**src/rtl/fpr_pkg.sv**
```systemverilog
// ----------------------------------------------------------------------------
// fpr_pkg
// Shared widths, constants and types of the framed packet receiver.
// ----------------------------------------------------------------------------
package fpr_pkg;

  // largest payload a frame may carry
  localparam int MAX_PAYLOAD = 64;

  localparam int BYTE_W = 8;
  localparam int IDX_W  = $clog2(MAX_PAYLOAD);
  localparam int LEN_W  = $clog2(MAX_PAYLOAD + 1);

  // payload store holds two frames, one per bank
  localparam int RAM_DEPTH = 2 * MAX_PAYLOAD;
  localparam int ADDR_W    = IDX_W + 1;

  // start marker after reset
  localparam logic [BYTE_W-1:0] START_RESET = 8'hAA;

  // result queue
  localparam int OUT_DEPTH = 4;
  localparam int OUT_PTR_W = $clog2(OUT_DEPTH);
  localparam int OUT_CNT_W = $clog2(OUT_DEPTH + 1) + 1;

  // checked frame handed from parser to emitter
  typedef struct packed {
    logic [BYTE_W-1:0] id;
    logic [LEN_W-1:0]  len;
    logic              bank;
  } desc_t;

  // one result request
  typedef struct packed {
    logic [BYTE_W-1:0] id;
    logic [LEN_W-1:0]  len;
    logic [IDX_W-1:0]  idx;
    logic [BYTE_W-1:0] data;
    logic              last;
  } result_t;

endpackage

```
**src/rtl/framed_packet_receiver.sv**
```systemverilog
// ----------------------------------------------------------------------------
// framed_packet_receiver
// Serial frame deframer with XOR check, parser and emitter decoupled.
// ----------------------------------------------------------------------------
// Usage:
//   Input is a queue of received bytes: a byte is taken on a clock edge with
//   push high and full low. Frames are marker, id, length, payload, check.
//   Results form a queue: while empty is low the oldest result is on
//   frame_id, payload_len, byte_index, payload_byte and last_of_frame, and
//   pop with empty low takes it. One result per payload byte, one empty
//   result for a zero length frame; bad frames give nothing.
//   start_marker is written through cfg_valid / cfg_ready / cfg_data;
//   cfg_ready is always high. The user must write it only while the block is idle; the block does not enforce this.
// Timing:
//   One byte per cycle is taken while full is low. The first result of a good
//   frame passes the descriptor queue, the store read and the aligned stage;
//   results then follow at one per cycle while pop keeps up (single read port).
//   The store has two banks, so full rises only while two good frames are
//   still waiting to be emitted, e.g. when the receiver stops popping.
// Reset:
//   rst clears the parser to the hunt, the marker to 0xAA and both queues.
// ----------------------------------------------------------------------------
module framed_packet_receiver import fpr_pkg::*; (
  input  logic              clk,
  input  logic              rst,
  // configuration
  input  logic              cfg_valid,
  output logic              cfg_ready,
  input  logic [BYTE_W-1:0] cfg_data,
  // byte input
  input  logic              push,
  output logic              full,
  input  logic [BYTE_W-1:0] rx_byte,
  // results
  input  logic              pop,
  output logic              empty,
  output logic [BYTE_W-1:0] frame_id,
  output logic [LEN_W-1:0]  payload_len,
  output logic [IDX_W-1:0]  byte_index,
  output logic [BYTE_W-1:0] payload_byte,
  output logic              last_of_frame
);

  logic              ram_we;
  logic [ADDR_W-1:0] ram_waddr;
  logic [BYTE_W-1:0] ram_wdata;
  logic              ram_re;
  logic [ADDR_W-1:0] ram_raddr;
  logic [BYTE_W-1:0] ram_rdata;
  logic              desc_push;
  desc_t             desc;
  logic              frame_done;
  result_t           head;

  // parser
  fpr_front u_front (
    .clk        (clk),
    .rst        (rst),
    .cfg_valid  (cfg_valid),
    .cfg_ready  (cfg_ready),
    .cfg_data   (cfg_data),
    .push       (push),
    .full       (full),
    .rx_byte    (rx_byte),
    .ram_we     (ram_we),
    .ram_waddr  (ram_waddr),
    .ram_wdata  (ram_wdata),
    .desc_push  (desc_push),
    .desc       (desc),
    .frame_done (frame_done)
  );

  // payload store, two banks
  fpr_ram #(
    .WIDTH (BYTE_W),
    .DEPTH (RAM_DEPTH)
  ) u_store (
    .clk   (clk),
    .we    (ram_we),
    .waddr (ram_waddr),
    .wdata (ram_wdata),
    .re    (ram_re),
    .raddr (ram_raddr),
    .rdata (ram_rdata)
  );

  // emitter
  fpr_back u_back (
    .clk        (clk),
    .rst        (rst),
    .desc_push  (desc_push),
    .desc       (desc),
    .frame_done (frame_done),
    .ram_re     (ram_re),
    .ram_raddr  (ram_raddr),
    .ram_rdata  (ram_rdata),
    .pop        (pop),
    .empty      (empty),
    .head       (head)
  );

  // result fields
  assign frame_id      = head.id;
  assign payload_len   = head.len;
  assign byte_index    = head.idx;
  assign payload_byte  = head.data;
  assign last_of_frame = head.last;

endmodule

```
**src/rtl/fpr_ram.sv**
```systemverilog
// ----------------------------------------------------------------------------
// fpr_ram
// Generic simple dual-port RAM, one write port, one registered read port.
// ----------------------------------------------------------------------------
module fpr_ram #(
  parameter int WIDTH = 8,
  parameter int DEPTH = 128
) (
  input  logic                     clk,
  input  logic                     we,
  input  logic [$clog2(DEPTH)-1:0] waddr,
  input  logic [WIDTH-1:0]         wdata,
  input  logic                     re,
  input  logic [$clog2(DEPTH)-1:0] raddr,
  output logic [WIDTH-1:0]         rdata
);

  logic [WIDTH-1:0] mem [DEPTH];

  // write port
  always_ff @(posedge clk) begin
    if (we) begin
      mem[waddr] <= wdata;
    end
  end

  // registered read port
  always_ff @(posedge clk) begin
    if (re) begin
      rdata <= mem[raddr];
    end
  end

endmodule

```
**src/rtl/fpr_front.sv**
```systemverilog
// ----------------------------------------------------------------------------
// fpr_front
// Byte parser: hunts for the marker, stores payload, checks the XOR byte
// and hands each good frame to the emitter as a descriptor.
// ----------------------------------------------------------------------------
module fpr_front import fpr_pkg::*; (
  input  logic              clk,
  input  logic              rst,
  // configuration
  input  logic              cfg_valid,
  output logic              cfg_ready,
  input  logic [BYTE_W-1:0] cfg_data,
  // byte input
  input  logic              push,
  output logic              full,
  input  logic [BYTE_W-1:0] rx_byte,
  // payload store write side
  output logic              ram_we,
  output logic [ADDR_W-1:0] ram_waddr,
  output logic [BYTE_W-1:0] ram_wdata,
  // to emitter
  output logic              desc_push,
  output desc_t             desc,
  input  logic              frame_done
);

  localparam logic [2:0] PH_HUNT  = 3'd0;
  localparam logic [2:0] PH_ID    = 3'd1;
  localparam logic [2:0] PH_LEN   = 3'd2;
  localparam logic [2:0] PH_DATA  = 3'd3;
  localparam logic [2:0] PH_CHECK = 3'd4;

  logic [2:0]        phase;
  logic [BYTE_W-1:0] start_marker;
  logic [BYTE_W-1:0] held_id;
  logic [LEN_W-1:0]  held_len;
  logic [LEN_W-1:0]  byte_count;
  logic [BYTE_W-1:0] running_check;
  logic              wr_bank;
  logic [1:0]        frames_held;
  logic              accept;
  logic [LEN_W-1:0]  count_inc;

  // both banks hold frames waiting for the emitter
  assign full      = (frames_held == 2'd2);
  assign accept    = push && !full;
  assign cfg_ready = 1'b1;
  assign count_inc = byte_count + LEN_W'(1);

  // payload store write
  assign ram_we    = accept && (phase == PH_DATA);
  assign ram_waddr = {wr_bank, byte_count[IDX_W-1:0]};
  assign ram_wdata = rx_byte;

  // good check byte releases the frame
  assign desc_push = accept && (phase == PH_CHECK) && (rx_byte == running_check);
  assign desc.id   = held_id;
  assign desc.len  = held_len;
  assign desc.bank = wr_bank;

  // parser state
  always_ff @(posedge clk) begin
    if (rst) begin
      phase         <= PH_HUNT;
      start_marker  <= START_RESET;
      held_id       <= '0;
      held_len      <= '0;
      byte_count    <= '0;
      running_check <= '0;
      wr_bank       <= 1'b0;
      frames_held   <= '0;
    end else begin
      if (cfg_valid && cfg_ready) begin
        start_marker <= cfg_data;
      end

      // banks in use
      if (desc_push && !frame_done) begin
        frames_held <= frames_held + 2'd1;
      end else if (!desc_push && frame_done) begin
        frames_held <= frames_held - 2'd1;
      end

      if (desc_push) begin
        wr_bank <= ~wr_bank;
      end

      if (accept) begin
        case (phase)
          PH_ID: begin
            held_id       <= rx_byte;
            running_check <= rx_byte;
            phase         <= PH_LEN;
          end
          PH_LEN: begin
            if (rx_byte > BYTE_W'(MAX_PAYLOAD)) begin
              phase         <= PH_HUNT;
              held_id       <= '0;
              held_len      <= '0;
              byte_count    <= '0;
              running_check <= '0;
            end else begin
              held_len      <= rx_byte[LEN_W-1:0];
              byte_count    <= '0;
              running_check <= running_check ^ rx_byte;
              phase         <= (rx_byte == '0) ? PH_CHECK : PH_DATA;
            end
          end
          PH_DATA: begin
            running_check <= running_check ^ rx_byte;
            byte_count    <= count_inc;
            if (count_inc >= held_len) begin
              phase <= PH_CHECK;
            end
          end
          PH_CHECK: begin
            phase         <= PH_HUNT;
            held_id       <= '0;
            held_len      <= '0;
            byte_count    <= '0;
            running_check <= '0;
          end
          default: begin
            phase <= (rx_byte == start_marker) ? PH_ID : PH_HUNT;
          end
        endcase
      end
    end
  end

  // never more frames than banks
  a_frames_bound: assert property (@(posedge clk) disable iff (rst)
    frames_held != 2'd3)
    else $error("fpr_front: bank count overflow");

  // a frame is only released while a bank is free
  a_push_free: assert property (@(posedge clk) disable iff (rst)
    desc_push |-> frames_held != 2'd2)
    else $error("fpr_front: frame released with both banks busy");

endmodule

```
**src/rtl/fpr_back.sv**
```systemverilog
// ----------------------------------------------------------------------------
// fpr_back
// Frame emitter: takes checked frames from a two-entry queue, reads their
// payload from the store and fills the result queue.
// ----------------------------------------------------------------------------
module fpr_back import fpr_pkg::*; (
  input  logic              clk,
  input  logic              rst,
  // from parser
  input  logic              desc_push,
  input  desc_t             desc,
  output logic              frame_done,
  // payload store read side
  output logic              ram_re,
  output logic [ADDR_W-1:0] ram_raddr,
  input  logic [BYTE_W-1:0] ram_rdata,
  // result queue
  input  logic              pop,
  output logic              empty,
  output result_t           head
);

  desc_t                desc_q [2];
  logic                 dq_wr;
  logic                 dq_rd;
  logic [1:0]           dq_cnt;
  logic                 dq_pop;

  logic                 active;
  desc_t                cur;
  logic [IDX_W-1:0]     idx;
  logic                 credit;
  logic                 issue;
  logic                 is_zero;
  logic                 is_last;

  logic                 s1_valid;
  logic                 s1_zero;
  result_t              s1_res;

  result_t              out_q [OUT_DEPTH];
  logic [OUT_PTR_W-1:0] oq_wr;
  logic [OUT_PTR_W-1:0] oq_rd;
  logic [OUT_CNT_W-1:0] out_cnt;
  logic                 oq_pop;

  // descriptor queue
  assign dq_pop = !active && (dq_cnt != 2'd0);

  always_ff @(posedge clk) begin
    if (desc_push) begin
      desc_q[dq_wr] <= desc;
    end
  end

  always_ff @(posedge clk) begin
    if (rst) begin
      dq_wr  <= 1'b0;
      dq_rd  <= 1'b0;
      dq_cnt <= '0;
    end else begin
      if (desc_push) begin
        dq_wr <= ~dq_wr;
      end
      if (dq_pop) begin
        dq_rd <= ~dq_rd;
      end
      if (desc_push && !dq_pop) begin
        dq_cnt <= dq_cnt + 2'd1;
      end else if (!desc_push && dq_pop) begin
        dq_cnt <= dq_cnt - 2'd1;
      end
    end
  end

  // read issue, only with room for the result in the queue
  assign credit     = (out_cnt + OUT_CNT_W'(s1_valid)) < OUT_CNT_W'(OUT_DEPTH);
  assign issue      = active && credit;
  assign is_zero    = (cur.len == '0);
  assign is_last    = is_zero || ({1'b0, idx} == (cur.len - LEN_W'(1)));
  assign frame_done = issue && is_last;
  assign ram_re     = issue;
  assign ram_raddr  = {cur.bank, idx};

  // frame walker
  always_ff @(posedge clk) begin
    if (rst) begin
      active <= 1'b0;
      idx    <= '0;
    end else if (dq_pop) begin
      active <= 1'b1;
      idx    <= '0;
    end else if (issue) begin
      if (is_last) begin
        active <= 1'b0;
      end else begin
        idx <= idx + IDX_W'(1);
      end
    end
  end

  always_ff @(posedge clk) begin
    if (dq_pop) begin
      cur <= desc_q[dq_rd];
    end
  end

  // stage aligned with the store read data
  always_ff @(posedge clk) begin
    if (rst) begin
      s1_valid <= 1'b0;
    end else begin
      s1_valid <= issue;
    end
  end

  always_ff @(posedge clk) begin
    if (issue) begin
      s1_zero     <= is_zero;
      s1_res.id   <= cur.id;
      s1_res.len  <= cur.len;
      s1_res.idx  <= idx;
      // empty result carries a zero byte
      s1_res.data <= '0;
      s1_res.last <= is_last;
    end
  end

  // result queue
  assign oq_pop = pop && (out_cnt != '0);
  assign empty  = (out_cnt == '0);
  assign head   = out_q[oq_rd];

  always_ff @(posedge clk) begin
    if (s1_valid) begin
      out_q[oq_wr] <= '{id:   s1_res.id,
                        len:  s1_res.len,
                        idx:  s1_res.idx,
                        data: s1_zero ? s1_res.data : ram_rdata,
                        last: s1_res.last};
    end
  end

  always_ff @(posedge clk) begin
    if (rst) begin
      oq_wr   <= '0;
      oq_rd   <= '0;
      out_cnt <= '0;
    end else begin
      if (s1_valid) begin
        oq_wr <= oq_wr + OUT_PTR_W'(1);
      end
      if (oq_pop) begin
        oq_rd <= oq_rd + OUT_PTR_W'(1);
      end
      if (s1_valid && !oq_pop) begin
        out_cnt <= out_cnt + OUT_CNT_W'(1);
      end else if (!s1_valid && oq_pop) begin
        out_cnt <= out_cnt - OUT_CNT_W'(1);
      end
    end
  end

  // descriptor queue never overruns
  a_dq_overrun: assert property (@(posedge clk) disable iff (rst)
    desc_push |-> (dq_cnt != 2'd2) || dq_pop)
    else $error("fpr_back: descriptor queue overrun");

  // a read in flight always finds room in the result queue
  a_oq_room: assert property (@(posedge clk) disable iff (rst)
    s1_valid |-> out_cnt < OUT_CNT_W'(OUT_DEPTH) || oq_pop)
    else $error("fpr_back: result queue overrun");

  // each store read lands in the aligned stage next cycle
  a_read_stage: assert property (@(posedge clk) disable iff (rst)
    ram_re |=> s1_valid)
    else $error("fpr_back: read result lost");

endmodule
```
**config.mk**
```make
export PLATFORM = sky130hd
export DESIGN_NAME = framed_packet_receiver
export DESIGN_NICKNAME = d
export VERILOG_FILES = /design/src/rtl/fpr_pkg.sv /design/src/rtl/framed_packet_receiver.sv /design/src/rtl/fpr_ram.sv /design/src/rtl/fpr_front.sv /design/src/rtl/fpr_back.sv
export SDC_FILE = /design/constraint.sdc
export NUM_CORES = 1
export LEC_CHECK = 0
export ABC_AREA = 1
export BUFFER_PORTS_ARGS = -buffer_cell sky130_fd_sc_hd__buf_4
export CELL_PAD_IN_SITES_DETAIL_PLACEMENT = 1
export CELL_PAD_IN_SITES_GLOBAL_PLACEMENT = 1
export CORE_ASPECT_RATIO = 0.6
export CORE_MARGIN = 2
export CORE_UTILIZATION = 26
export DETAILED_ROUTE_END_ITERATION = 8
export PLACE_DENSITY_LB_ADDON = 0.05
export SLEW_MARGIN = 20
export SYNTH_ARGS = -nofsm -noshare
export SYNTH_HDL_FRONTEND = slang
export SYNTH_SLANG_ARGS = --single-unit
```
**constraint.sdc**
```tcl
create_clock -name clk -period 6.45 [get_ports clk]
set_clock_uncertainty 0.15 [all_clocks]
set_input_delay 0.645 -clock clk [delete_from_list [all_inputs] [get_ports clk]]
set_output_delay 0.645 -clock clk [all_outputs]
set_load 0.005 [all_outputs]
```
After elaboration in Yosys (flattened, before gate mapping)

Memory sizes are Yosys's and may differ from the RTL's. A register that Yosys moved wholly into a read port is not among the register bits.
Cells that the tools add are included.

Flip-flop bits (word level): 87
Bits in latches: 0
Bits in writable memories: 1176
ROM bits: 0
Bits of input ports: 21
Output and inout bits: 33
Word-level logic and storage cells: 130
Memories kept: 3

Add/subtract/negate cells: 12
$mul: 0
Div/mod/pow operators: 0
Order comparisons: 3
Eq/ne operators: 10
Shift-type cells: 0
Muxes and demuxes: 30
Bitwise operators: 5
Reduce and logical (&&, ||, !) cells: 45

Memories:

| memory        | depth | bits a word | read ports | clocked after Yosys merged registers in | write ports | line           | source |
|---|---|---|---|---|---|---|---|
| u_store.mem   | 128   | 8           | 1          | 1                                       | 1           | fpr_ram.sv:18  | `logic [WIDTH-1:0] mem [DEPTH];` |
| u_back.out_q  | 4     | 30          | 1          | 1                                       | 1           | fpr_back.sv:41 | `result_t out_q [OUT_DEPTH];` |
| u_back.desc_q | 2     | 16          | 1          | 1                                       | 1           | fpr_back.sv:23 | `desc_t desc_q [2];` |

Operators with widths:

| kind                  | number |
|---|---|
| $pmux W8 S4           | 1 |
| $pmux W7 S2           | 2 |
| $mux W8               | 3 |
| $pmux W8 S3           | 1 |
| $eq A8 B8 Y1          | 2 |
| $reduce_bool A2 Y1    | 8 |
| $logic_and A1 B1 Y1   | 14 |
| $mux W2               | 6 |
| $pmux W3 S4           | 1 |
| $reduce_and A2 Y1     | 6 |
| $mux W1               | 10 |
| $mux W3               | 3 |
| $add A2 B1 Y2 const B | 4 |
| $gt A8 B7 Y1 const B  | 1 |
| $logic_not A8 Y1      | 1 |
| $mux W4               | 2 |
| $reduce_bool A4 Y1    | 2 |
| $xor A8 B8 Y8         | 1 |
| $add A7 B1 Y7 const B | 1 |
| $eq A6 B7 Y1          | 1 |
| $ge A7 B7 Y1          | 1 |
| $logic_not A1 Y1      | 7 |
| $logic_not A7 Y1      | 1 |
| $mux W7               | 1 |
| other kinds (19)      | 25 |

Depth between registers and ports, before layout

Gate-level depths: netlist (run 1).

Word-level depth: 9
Gate-level depth with buffers: 17

By module

A second synthesis (run 1) with hierarchy kept.

Cell total of the unflattened synthesis: 4615
Area, all modules: 53213.5 um2

Modules (own cells, without submodules):

| module    | times used | cells an instance | area each (um2) | seq. area each (um2) |
|---|---|---|---|---|
| fpr_ram   | 1          | 3575              | 42184.2         | 30989.7 |
| fpr_back  | 1          | 638               | 8237.9          | 6175.9 |
| fpr_front | 1          | 402               | 2791.4          | 880.8 |

Least setup slack after synthesis (run 1)

Ideal clock, no wire load.

Kind: register to register
From: register u_back.out_cnt[0]
To: register u_front.frames_held[1]
Library setup time: 0.122 ns
Arrival time: 2.512 ns
Data required time: 6.178 ns
Path slack: 3.666 ns
Stages on the path, launching flop included: 11
Buffers on the path: 0
Clock period less this slack: 2.784 ns
Path through: dfxtp_1 > nand3_1 > nand2_1 > nand2_1 > nor2_2 > nand2_1 > ha_1 > a21oi_1 > o21ai_0 > o21ai_0 > a21oi_1

Longest elaborated chain between the ends: 7

Ends and longest elaborated chain:

| element                                       | line                         | source |
|---|---|---|
| from (decl)                                   | fpr_back.sv:44               | `logic [OUT_CNT_W-1:0] out_cnt;` |
| from (signal assigned)                        | fpr_back.sv:157              | `out_cnt <= out_cnt + OUT_CNT_W'(1);` |
| from (signal assigned)                        | fpr_back.sv:159              | `out_cnt <= out_cnt - OUT_CNT_W'(1);` |
| $add A4 B1 Y4 *                               | fpr_back.sv:77               | `assign credit = (out_cnt + OUT_CNT_W'(s1_valid)) < OUT_CNT_W'(OUT_DEPTH);` |
| $lt A4 B3 Y1 *                                | fpr_back.sv:77               |  |
| $logic_and A1 B1 Y1 *                         | fpr_back.sv:78               | `assign issue = active && credit;` |
| via ram_re                                    | framed_packet_receiver.sv:47 | `logic ram_re;` |
| $logic_and A1 B1 Y1 *                         | fpr_back.sv:81               | `assign frame_done = issue && is_last;` |
| $logic_not A1 Y1                              | fpr_front.sv:78              | `if (desc_push && !frame_done) begin` |
| $logic_and A1 B1 Y1                           | fpr_front.sv:78              |  |
| $mux W2 or $reduce_bool A2 Y1 (tied branches) | n/a                          |  |
| to (signal assigned)                          | fpr_front.sv:79              | `frames_held <= frames_held + 2'd1;` |
| to (signal assigned)                          | fpr_front.sv:81              | `frames_held <= frames_held - 2'd1;` |
| to (decl)                                     | fpr_front.sv:40              | `logic [1:0] frames_held;` |

The timed path passes the listed nets; every way through them passes the cells marked *.
A chain may end at the register's enable or synchronous reset.

==> results.yml, run 1 <==
run_status:
  status: "complete, no violations"
grt:
  grt.met2_usage: 0.2504
  grt_pass1_wl_um: 275000
  antenna_found_initial: 8
  grt_pass1_vias: 35599
  met3_usage: 0.02645
  grtUsageMet1: 0.2970
  busiest_layer: "met1"
  grt_max_degree: 136
  gr-total-overflow: 0
  grt_use_total: 0.1825
clock_network:
  numCtsBuffers: 148
  ctsLongestPathBuffers: 4
  clock_latency_ns: 0.80
  cts-root-buf: "clkbuf_16"
  ctsHoldBuffers: 12
  cts_tree: "built"
  ctsResizeCount: 0
  htree_levels: 4
  clk_pin_slew_worst_paths_ns: 0.06
  cts_sinks: 1289
  cts_setup_buffers: 0
logic_synthesis:
  ys_seq_elements: 1289
  synthSimpleGateAreaFrac: 0.1902
  ys_seq_area_frac: 0.7186
  netlist_instances: 4742
  mappedNetlistNets: 4784
  synth_xor_area_frac: 0.003639
  synth_top_family_by_area: "simple AND/OR/NAND/NOR gates"
  yosysTopAreaCell: "edfxtp_1"
  syn_area_per_cell_um2: 11.17
  muxShareOfSynthArea: 0
  synth_top_area_frac: 0.6936
  synth_area_mm2: 0.05295
  synth_compound_area_frac: 0.04648
  yosys.cell_types.count: 39
  yosys_warnings: 0
  ys_top_cells_by_area: "edfxtp_1, nand2_1, nor2_1"
  synth_fa_ha_area_frac: 0.005104
place:
  portBuffers: 52
  place_congestion: 0.7208
  hpwl_um: 113400
  place_area_mm2: 0.05628
  pre_cts_ws_ns: 2.745
  dp_cells: 7335
power_and_ir_drop:
  p_sw_frac: 0.3189
  p_comb_frac: 0.197
  vdd_drop_max_mv: 0.2382
  internal-power_uw: 15010
  power_density_mw_per_mm2: 363.0
  clock_power_share: 0.361
  leakagePower_uw: 0.02135
  seqPwrFrac: 0.441
  net-switching-power_uw: 7027
die:
  fp-row-count: 128
  floorplan.initialDensity: 0.2613
  fp.dieArea_mm2: 0.2074
  core_area_mm2: 0.2026
  pin_count: 54
  die_w_um: 586.6
  die_y_um: 353.5
layout:
  postLayoutCellArea_mm2: 0.06071
  fillers: 22265
  fin_nets: 4809
  final_cell_count_no_fill: 7597
  fin_util: 0.2997
  area_growth_pct: 14.67
  drive_gt1_frac: 0.07158
job:
  drv_cap: 0
sta:
  period_share: 0.5980
  slew-limit-headroom: 0.2514
  setup_ws_ns: 2.593
  setup_viol: 0
  max_freq_mhz: 259.3
  worst_pin_slew_ns: 1.119
  finalHoldViolations: 0
  period_needed_ns: 3.857
  rsz0062_at_grt: "no"
  fin_setup_tns_ns: 0
  report.final.slew_viol_count: 0
routing:
  detail-route-antenna-nets: 0
  drtIter0Drc: 2652
  drc: 0
  wl_per_cell_um: 25.28
  vias_per_cell: 4.593
  drt-pass1-iter-count: 5
  num_vias: 34893
  drt_wl_total_um: 192000
worst_setup_path:
  worstSetupStartpointType: "register"
  cp.arrival_ns: 3.06
  path_class: "reg2out"
  critical_path.max_fanout: 60
  crit_required_ns: 5.65
  critPathCaptureType: "output port"
hold_path:
  min_path_type: "in2reg"
-- worst max-delay path, stage by stage, from the launching register on --
cell and delay, ns:
dfxtp_2 0.31, buf_4 0.35, clkinv_2 0.76, o21ai_0 0.52, o22ai_1 0.12, buf_4 0.15
-- metal layers --
| metal | part of all wire | up-vias |
|---|---|---|
| li1 | - | 16324 |
| met1 | 0.55 | 17803 |
| met2 | 0.40 | 551 |
| met3 | 0.037 | 213 |
| met4 | 0.018 | 2 |
| met5 | 0.000068 | - |
-- cells in the final DEF (no fill, tap or decap), types with 6 or more instances in the layout --
cell type / count
ha_1: 20
clkbuf_16: 152
o21ai_1: 8
buf_12: 9
nand2_1: 1194
nor2_1: 768
nor3_1: 6
dfxtp_1: 61
o21ai_0: 309
nand4_1: 16
dlygate4sd3_1: 12
o22ai_1: 30
and3_1: 8
buf_6: 8
buf_4: 104
a21oi_1: 126
clkbuf_1: 40
inv_2: 11
xnor2_1: 6
clkinv_1: 21
edfxtp_1: 1223
inv_1: 173
nand3_1: 470
clkinv_2: 25
xor2_1: 16
-- metrics by stage --
stage / hold WS [ns] / total power (µW)
detailed placement: 0.2563 / 14360
CTS: 0.003809 / 22400
floorplan: 0.2503 / 12330
global route: 0.04018 / 23160
finish: 0.05430 / 22040
global placement: 0.2559 / 14380
-- registers in the layout, indices dropped and copies added, names as in the netlist, 8 cells and up, named ones only --
signal	cells
u_back.cur	15
u_back.desc_q	32
u_back.out_q	120
u_back.s1_res	22
u_front.held_id	8
u_front.running_check	8
u_front.start_marker	8
u_store.mem	1024
u_store.rdata	8
-- final timing paths --
| check | cells past startpoint | from | slack [ns] | endpoint |
|---|---|---|---|---|
| max | 5 | register | 2.59 | byte_index[0] |
| min | 3 | cfg_data[4] | 0.05 | u_front.start_marker[4]$_SDFFE_PP0P_ |
| max reg2reg | 12 | u_back.idx[0]$_SDFFE_PP0P_ | 2.71 | u_store.rdata[1]$_DFFE_PP_ |
| min reg2reg | 0 | u_back.cur[8]$_DFFE_PP_ | 0.27 | u_back.s1_res[22]$_DFFE_PP_ |
-- power by group through the flow --
stage | combinational, µW | clock [µW] | sequential (µW)
floorplan | 2610 | 0 | 9720
global placement | 4470 | 0 | 9910
detailed placement | 4450 | 0 | 9910
CTS | 4470 | 8200 | 9740
global route | 4900 | 8510 | 9760
finish | 4350 | 7960 | 9730
-- layout make-up --
type,count,area [µm²],area share
Inverter,189,726.9,0.01197
Timing Repair Buffer,133,1171,0.01929
Antenna cell,5,12.51,0.0002061
Sequential cell,1289,38060,0.6269
Multi-Input combinational cell,3006,13030,0.2146
Tap cell,2730,3416,0.05626
Clock buffer,193,3968,0.06535
Clock inverter,52,330.3,0.005441
-- logic make-up after synthesis --
kind of cell,count (synthesis)
AND/OR/NAND/NOR,2482
adder cells (fa/ha/maj),21
flip-flops,1289
buffers and inverters,447
XOR/XNOR,22
AO/OA/AOI/OAI,480
other,1
-- cells in the mapped netlist (all sizes together) --
cell type	n
edfxtp	1223
nand2	1199
nor2	776
nand3	472
o21ai	318
inv	188
buf	165
a21oi	127
clkbuf	93
dfxtp	66
o22ai	31
ha	20
nand4	17
xor2	16
and3	8
nor3	8
xnor2	6
a211oi	2
clkinv	1
conb	1
fa	1
nor4	1
o211ai	1
o21a	1
or2	1
Power figures use the tool's default switching activity.
==> run 2, diff against run 1 <==
--- a/config.mk
+++ b/config.mk
@@ -5,7 +5,7 @@
 export SDC_FILE = /design/constraint.sdc
 export NUM_CORES = 1
 export LEC_CHECK = 0
-export ABC_AREA = 1
+export ABC_AREA = 0
 export BUFFER_PORTS_ARGS = -buffer_cell sky130_fd_sc_hd__buf_4
 export CELL_PAD_IN_SITES_DETAIL_PLACEMENT = 1
 export CELL_PAD_IN_SITES_GLOBAL_PLACEMENT = 1
==> constraint.sdc (replaced) <==
create_clock -name clk -period 3.2 [get_ports clk]
set_clock_uncertainty 0.15 [all_clocks]
set_input_delay 0.32 -clock clk [delete_from_list [all_inputs] [get_ports clk]]
set_output_delay 0.32 -clock clk [all_outputs]
set_load 0.005 [all_outputs]
==> run 2 against run 1 <==
Die area is 5.2% lower; critical path depth is 3 higher; synthesized area is 5.2% lower.
==> results.yml, run 2 <==
layout:
  final_cell_mix: "edfxtp_1, buf_4, mux4_2, nor2_1, mux2i_1"
  top_register: "u_store.mem"
  area_growth_pct: 21.98
  largest_reg_flops: 1024
  drive_gt1_frac: 0.2812
  fin_nets: 3099
  final_common_cell: "edfxtp_1"
  fillers: 19399
  largestRegisters: "u_store.mem x1024, u_back.out_q x120, u_back.desc_q x32"
worst_setup_path:
  r2r-start: "u_back.idx[0]$_SDFFE_PP0P_"
  crit_path_end: "u_store.rdata[3]$_DFFE_PP_"
  critical-path-max-stage-delay_ns: 0.57
  worstSetupStartpointType: "register"
  crit_required_ns: 3.55
  critical_path_depth: 8
  cp.arrival_ns: 3.45
  crit_buf_inv: 3
  reg2reg_to: "u_store.rdata[3]$_DFFE_PP_"
  cp_slowest_cell: "mux4_2"
  path_class: "reg2reg"
  ff2ff_path_depth: 8
  startpoint: "u_back.idx[0]$_SDFFE_PP0P_"
  critPathCaptureType: "register"
  path_delay_family: "multiplexers"
  rrSetupSlack_ns: 0.11
  critical_path.max_fanout: 21
  crit_chain: "buf_12, buf_12, buf_4, mux4_2, mux2i_1, a32oi_1, nand3_1, nand3_1"
sta:
  period_share: 0.9671
  rsz0062_at_grt: "no"
  finalHoldViolations: 0
  whs_ns: 0.2800
  slew-limit-headroom: 0.3105
  worst_pin_slew_ns: 1.034
  period_needed_ns: 3.095
  max_freq_mhz: 323.1
  setup_viol: 0
  report.final.slew_viol_count: 0
hold_path:
  min_path_type: "in2reg"
place:
  place_congestion: 0.7573
  portBuffers: 52
  hpwl_um: 106000
clock_network:
  clk_pin_slew_worst_paths_ns: 0.06
  clock_latency_ns: 0.80
  numCtsBuffers: 143
  cts_setup_buffers: 0
  cts_sinks: 1289
  ctsLongestPathBuffers: 4
  htree_levels: 4
  cts-root-buf: "clkbuf_16"
  cts_tree: "built"
logic_synthesis:
  syn_area_per_cell_um2: 19.26
  synth_edf_count: 1223
  yosysTopAreaCell: "edfxtp_1"
  yosys_warnings: 0
  ys_seq_area_frac: 0.7582
  netlist_instances: 2605
  synth_top_area_frac: 0.7319
  async_flop_share: 0
  ys_top_cells_by_area: "edfxtp_1, mux4_2, mux2i_1"
  synth_common_cells: "edfxtp_1, mux4_2, nor2_1"
  synth_ff_type: "edfxtp_1"
  ys_seq_elements: 1289
  mappedNetlistNets: 2647
  yosys.cell_types.count: 63
  synth_area_mm2: 0.05018
  synth.most_common_cell: "edfxtp_1"
run_status:
  status: "complete, no violations"
routing:
  drt-pass1-iter-count: 5
  drc: 0
  wl_met2_um: 65540
  num_vias: 26645
  wl_per_cell_um: 28.36
  wl_met1_um: 85290
  drtIter0Drc: 2277
  dr_wl_met3_um: 9316
  vias_per_cell: 4.630
  detail-route-antenna-nets: 0
  highest_layer: "met5"
  drt_wl_total_um: 163200
die:
  fp-row-count: 124
  core_area_mm2: 0.1911
  die_y_um: 344.3
  pin_count: 54
  floorplan.initialDensity: 0.2625
  die_w_um: 571.1
  fp.dieArea_mm2: 0.1966
grt:
  grt_pass1_wl_um: 227400
  gr-total-overflow: 0
  grt_pass1_vias: 28475
  grt_max_degree: 134
  grt_use_total: 0.1657
  antenna_found_initial: 19
power_and_ir_drop:
  vdd_drop_max_mv: 0.3746
  power_density_mw_per_mm2: 682.8
  power_uw: 41790
  leakagePower_uw: 0.01934
job:
  drv_cap: 0
run 2: worst min path at each step:
stage                                    startpoint                                   end  cells after the start
finish                                          rst        u_back.out_cnt[3]$_SDFFE_PP0P_                      3
global placement           u_back.cur[10]$_DFFE_PP_           u_back.s1_res[24]$_DFFE_PP_                      0
detailed placement  u_front.held_id[0]$_SDFFE_PP0P_         u_back.desc_q[0][8]$_DFFE_PP_                      0
global route                              cfg_valid  u_front.start_marker[1]$_SDFFE_PP1P_                      3
floorplan                   u_back.cur[8]$_DFFE_PP_           u_back.s1_res[22]$_DFFE_PP_                      0
CTS                                             rst            u_back.active$_SDFFE_PP0P_                      3
run 2: area by class of cell:
class | instances | area [µm²] | area share
Antenna cell | 14 | 35.03 | 0.0005724
Clock buffer | 179 | 3797 | 0.06204
Clock inverter | 67 | 556.8 | 0.009097
Inverter | 19 | 71.32 | 0.001165
Multi-Input combinational cell | 1154 | 11500 | 0.1878
Sequential cell | 1289 | 38060 | 0.6219
Tap cell | 2583 | 3232 | 0.05280
Timing Repair Buffer | 450 | 3953 | 0.06458
run 2: where the power goes:
| part | switching (µW) | internal (µW) | leakage [µW] |
|---|---|---|---|
| logic | 3430 | 2980 | 0.00562 |
| registers | 459 | 19000 | 0.0116 |
| clock network | 6790 | 9120 | 0.00214 |
| total | 10700 | 31100 | 0.0193 |
run 2: per-stage QoR:
step	cells	util	setup TNS [ns]	area (µm²)	setup WS [ns]
final	5755	0.3202	0	61210	0.1053
after global routing	5752	0.3202	0	61200	0.004713
after CTS	5741	0.3199	0	61140	0.05005
after detailed placement	5467	0.2953	-1.308	56440	-0.5185
after global placement	5467	0.2952	-1.714	56430	-0.7760
after floorplan	2605	-	0	50180	0.1555
run 2: tightest hold or removal path, cell delays in order:
cell and delay [ns]:
dlygate4sd3_1 0.55, buf_4 0.23, a21oi_1 0.06
run 2: cells by family after synthesis:
| logic type | synth area share |
|---|---|
| AO/OA/AOI/OAI | 0.03863 |
| XOR/XNOR | 0.008029 |
| adder cells (fa/ha/maj) | 0.005386 |
| buffers and inverters | 0.01501 |
| flip-flops | 0.7582 |
| multiplexers | 0.1394 |
| other | 0.00007474 |
| AND/OR/NAND/NOR | 0.03526 |
run 2: repair_timing:
action | CTS | global route
resized for setup | 12 | 6
gates cloned | 0 | 0
hold buffers | 28 | 0
endpoints found under the hold margin | 37 | 0
endpoints found under the setup margin | 4 | 6
pin swaps | 0 | 4
run 2: per-layer routing:
metal | GRT usage | vias to the layer above
met5 | 0.007597 | -
met4 | 0.03610 | 4
met3 | 0.03915 | 193
met2 | 0.2268 | 549
met1 | 0.2603 | 14393
li1 | - | 11506
==> run 3, diff against run 2 <==
--- a/config.mk
+++ b/config.mk
@@ -12,6 +12,7 @@
 export CORE_ASPECT_RATIO = 0.6
 export CORE_MARGIN = 2
 export CORE_UTILIZATION = 26
+export CTS_BUF_LIST = sky130_fd_sc_hd__clkbuf_16
 export DETAILED_ROUTE_END_ITERATION = 8
 export PLACE_DENSITY_LB_ADDON = 0.05
 export SLEW_MARGIN = 20
==> run 3 against run 2 <==
Final cell count stayed put; hold slack got worse by 0.0035 ns; highest routed layer unchanged; clock-buffer cell count decreased by 33; sequential share of layout area is essentially flat; combinational power barely moved; first-iteration DRC count increased by 3.4%; wire length down 0.11%; non-clock buffer count did not move; clock power about the same.
==> results.yml, run 3 (synthesis gave the netlist of run 2 again) <==
sta:
  report.final.slew_viol_count: 0
  slew-limit-headroom: 0.3089
  max_freq_mhz: 323.4
  rsz0062_at_grt: "no"
  period_share: 0.9664
  setup_viol: 0
  period_needed_ns: 3.092
  worst_pin_slew_ns: 1.037
  fin_setup_tns_ns: 0
  finalHoldViolations: 0
grt:
  antenna_found_initial: 19
  grt_pass1_vias: 28477
  grt_use_total: 0.1657
  grt_pass1_wl_um: 227400
  gr-total-overflow: 0
  grt_max_degree: 134
die:
  core_area_mm2: 0.1911
  pin_count: 54
  floorplan.initialDensity: 0.2625
  die_y_um: 344.3
  fp-row-count: 124
  fp.dieArea_mm2: 0.1966
  die_w_um: 571.1
power_and_ir_drop:
  vdd_drop_max_mv: 0.3755
  leakagePower_uw: 0.01946
  power_density_mw_per_mm2: 680.8
layout:
  fillers: 19400
  fin_util: 0.3201
  largest_reg_flops: 1024
  postLayoutCellArea_mm2: 0.06118
  area_growth_pct: 21.94
  final_cell_mix: "edfxtp_1, buf_4, mux4_2, nor2_1, mux2i_1"
  top_register: "u_store.mem"
  drive_gt1_frac: 0.2806
  final_common_cell: "edfxtp_1"
  fin_nets: 3099
  largestRegisters: "u_store.mem x1024, u_back.out_q x120, u_back.desc_q x32"
worst_setup_path:
  critical_path.max_fanout: 28
  critPathCaptureType: "register"
  path_class: "reg2reg"
  ff2ff_path_depth: 7
  worstSetupStartpointType: "register"
  cp.arrival_ns: 3.46
  crit_required_ns: 3.56
clock_network:
  numCtsBuffers: 143
  cts-root-buf: "clkbuf_16"
  cts_setup_buffers: 0
  cts_sinks: 1289
  cts_tree: "built"
  htree_levels: 4
  ctsLongestPathBuffers: 4
  clk_pin_slew_worst_paths_ns: 0.06
  clock_latency_ns: 0.80
routing:
  drc: 0
  drtIter0Drc: 2355
  num_vias: 26610
  wl_per_cell_um: 28.33
  vias_per_cell: 4.624
  drt-pass1-iter-count: 5
  drt_wl_total_um: 163000
  detail-route-antenna-nets: 0
place:
  place_area_mm2: 0.05644
  portBuffers: 52
  hpwl_um: 106000
  place_congestion: 0.7573
hold_path:
  min_path_type: "in2reg"
  min_path_cells: 3
run_status:
  status: "complete, no violations"
job:
  drv_cap: 0
[run 3: through the flow]
stage	total power (µW)	hold slack, ns	std cells	worst slack [ns]
after floorplan	23380	0.2503	2605	0.1555
after global placement	26310	0.2851	5467	-0.7760
after detailed placement	26390	0.2917	5467	-0.5185
after CTS	42360	0.1976	5741	0.05027
after global routing	43290	0.2694	5752	0.004354
final	41650	0.2765	5755	0.1076
[run 3: path summary, 6_finish.rpt]
path,end,slack [ns],from
worst max-delay path,u_store.rdata[7]$_DFFE_PP_,0.11,u_back.idx[1]$_SDFFE_PP0P_
worst min-delay path,u_front.start_marker[1]$_SDFFE_PP1P_,0.28,cfg_valid
worst max register to register,u_store.rdata[7]$_DFFE_PP_,0.11,u_back.idx[1]$_SDFFE_PP0P_
worst min register to register,u_back.s1_res[24]$_DFFE_PP_,0.30,u_back.cur[10]$_DFFE_PP_
[run 3: cell type report]
cell class	instances	area [µm²]	share of cell area
Sequential cell	1289	38060	0.6221
Multi-Input combinational cell	1154	11500	0.1879
Timing Repair Buffer	450	3953	0.06460
Clock buffer	146	3654	0.05971
Tap cell	2583	3232	0.05282
Clock inverter	100	680.7	0.01112
Inverter	19	71.32	0.001166
Antenna cell	14	35.03	0.0005726
[run 3: per-layer routing]
metal  track usage  vias up  wire length [µm]
met5      0.007597        -                25
met2        0.2268      576             65460
met1        0.2603    14327             84730
met4       0.03610        4              3038
li1              -    11511                 -
met3       0.03915      192              9776
[run 3: what timing repair did]
item                                   CTS  global route
gates resized for setup                 12             6
hold buffers                            28             0
pin swaps                                0             4
setup endpoints to repair                4             6
endpoints found under the hold margin   37             0
[run 3: critical path: stages (launching register included)]
cell and delay [ns]:
dfxtp_4 0.45, buf_12 0.27, buf_12 0.26, mux4_2 0.35, mux2_2 0.30, a2111oi_2 0.68
buf_4 0.22, o21ai_0 0.09
[run 3: power by group]
group | internal [µW] | switching [µW] | leakage (µW)
combinational | 2980 | 3430 | 0.00562
sequential | 19000 | 458 | 0.0116
clock | 8970 | 6800 | 0.00225
total | 31000 | 10700 | 0.0195
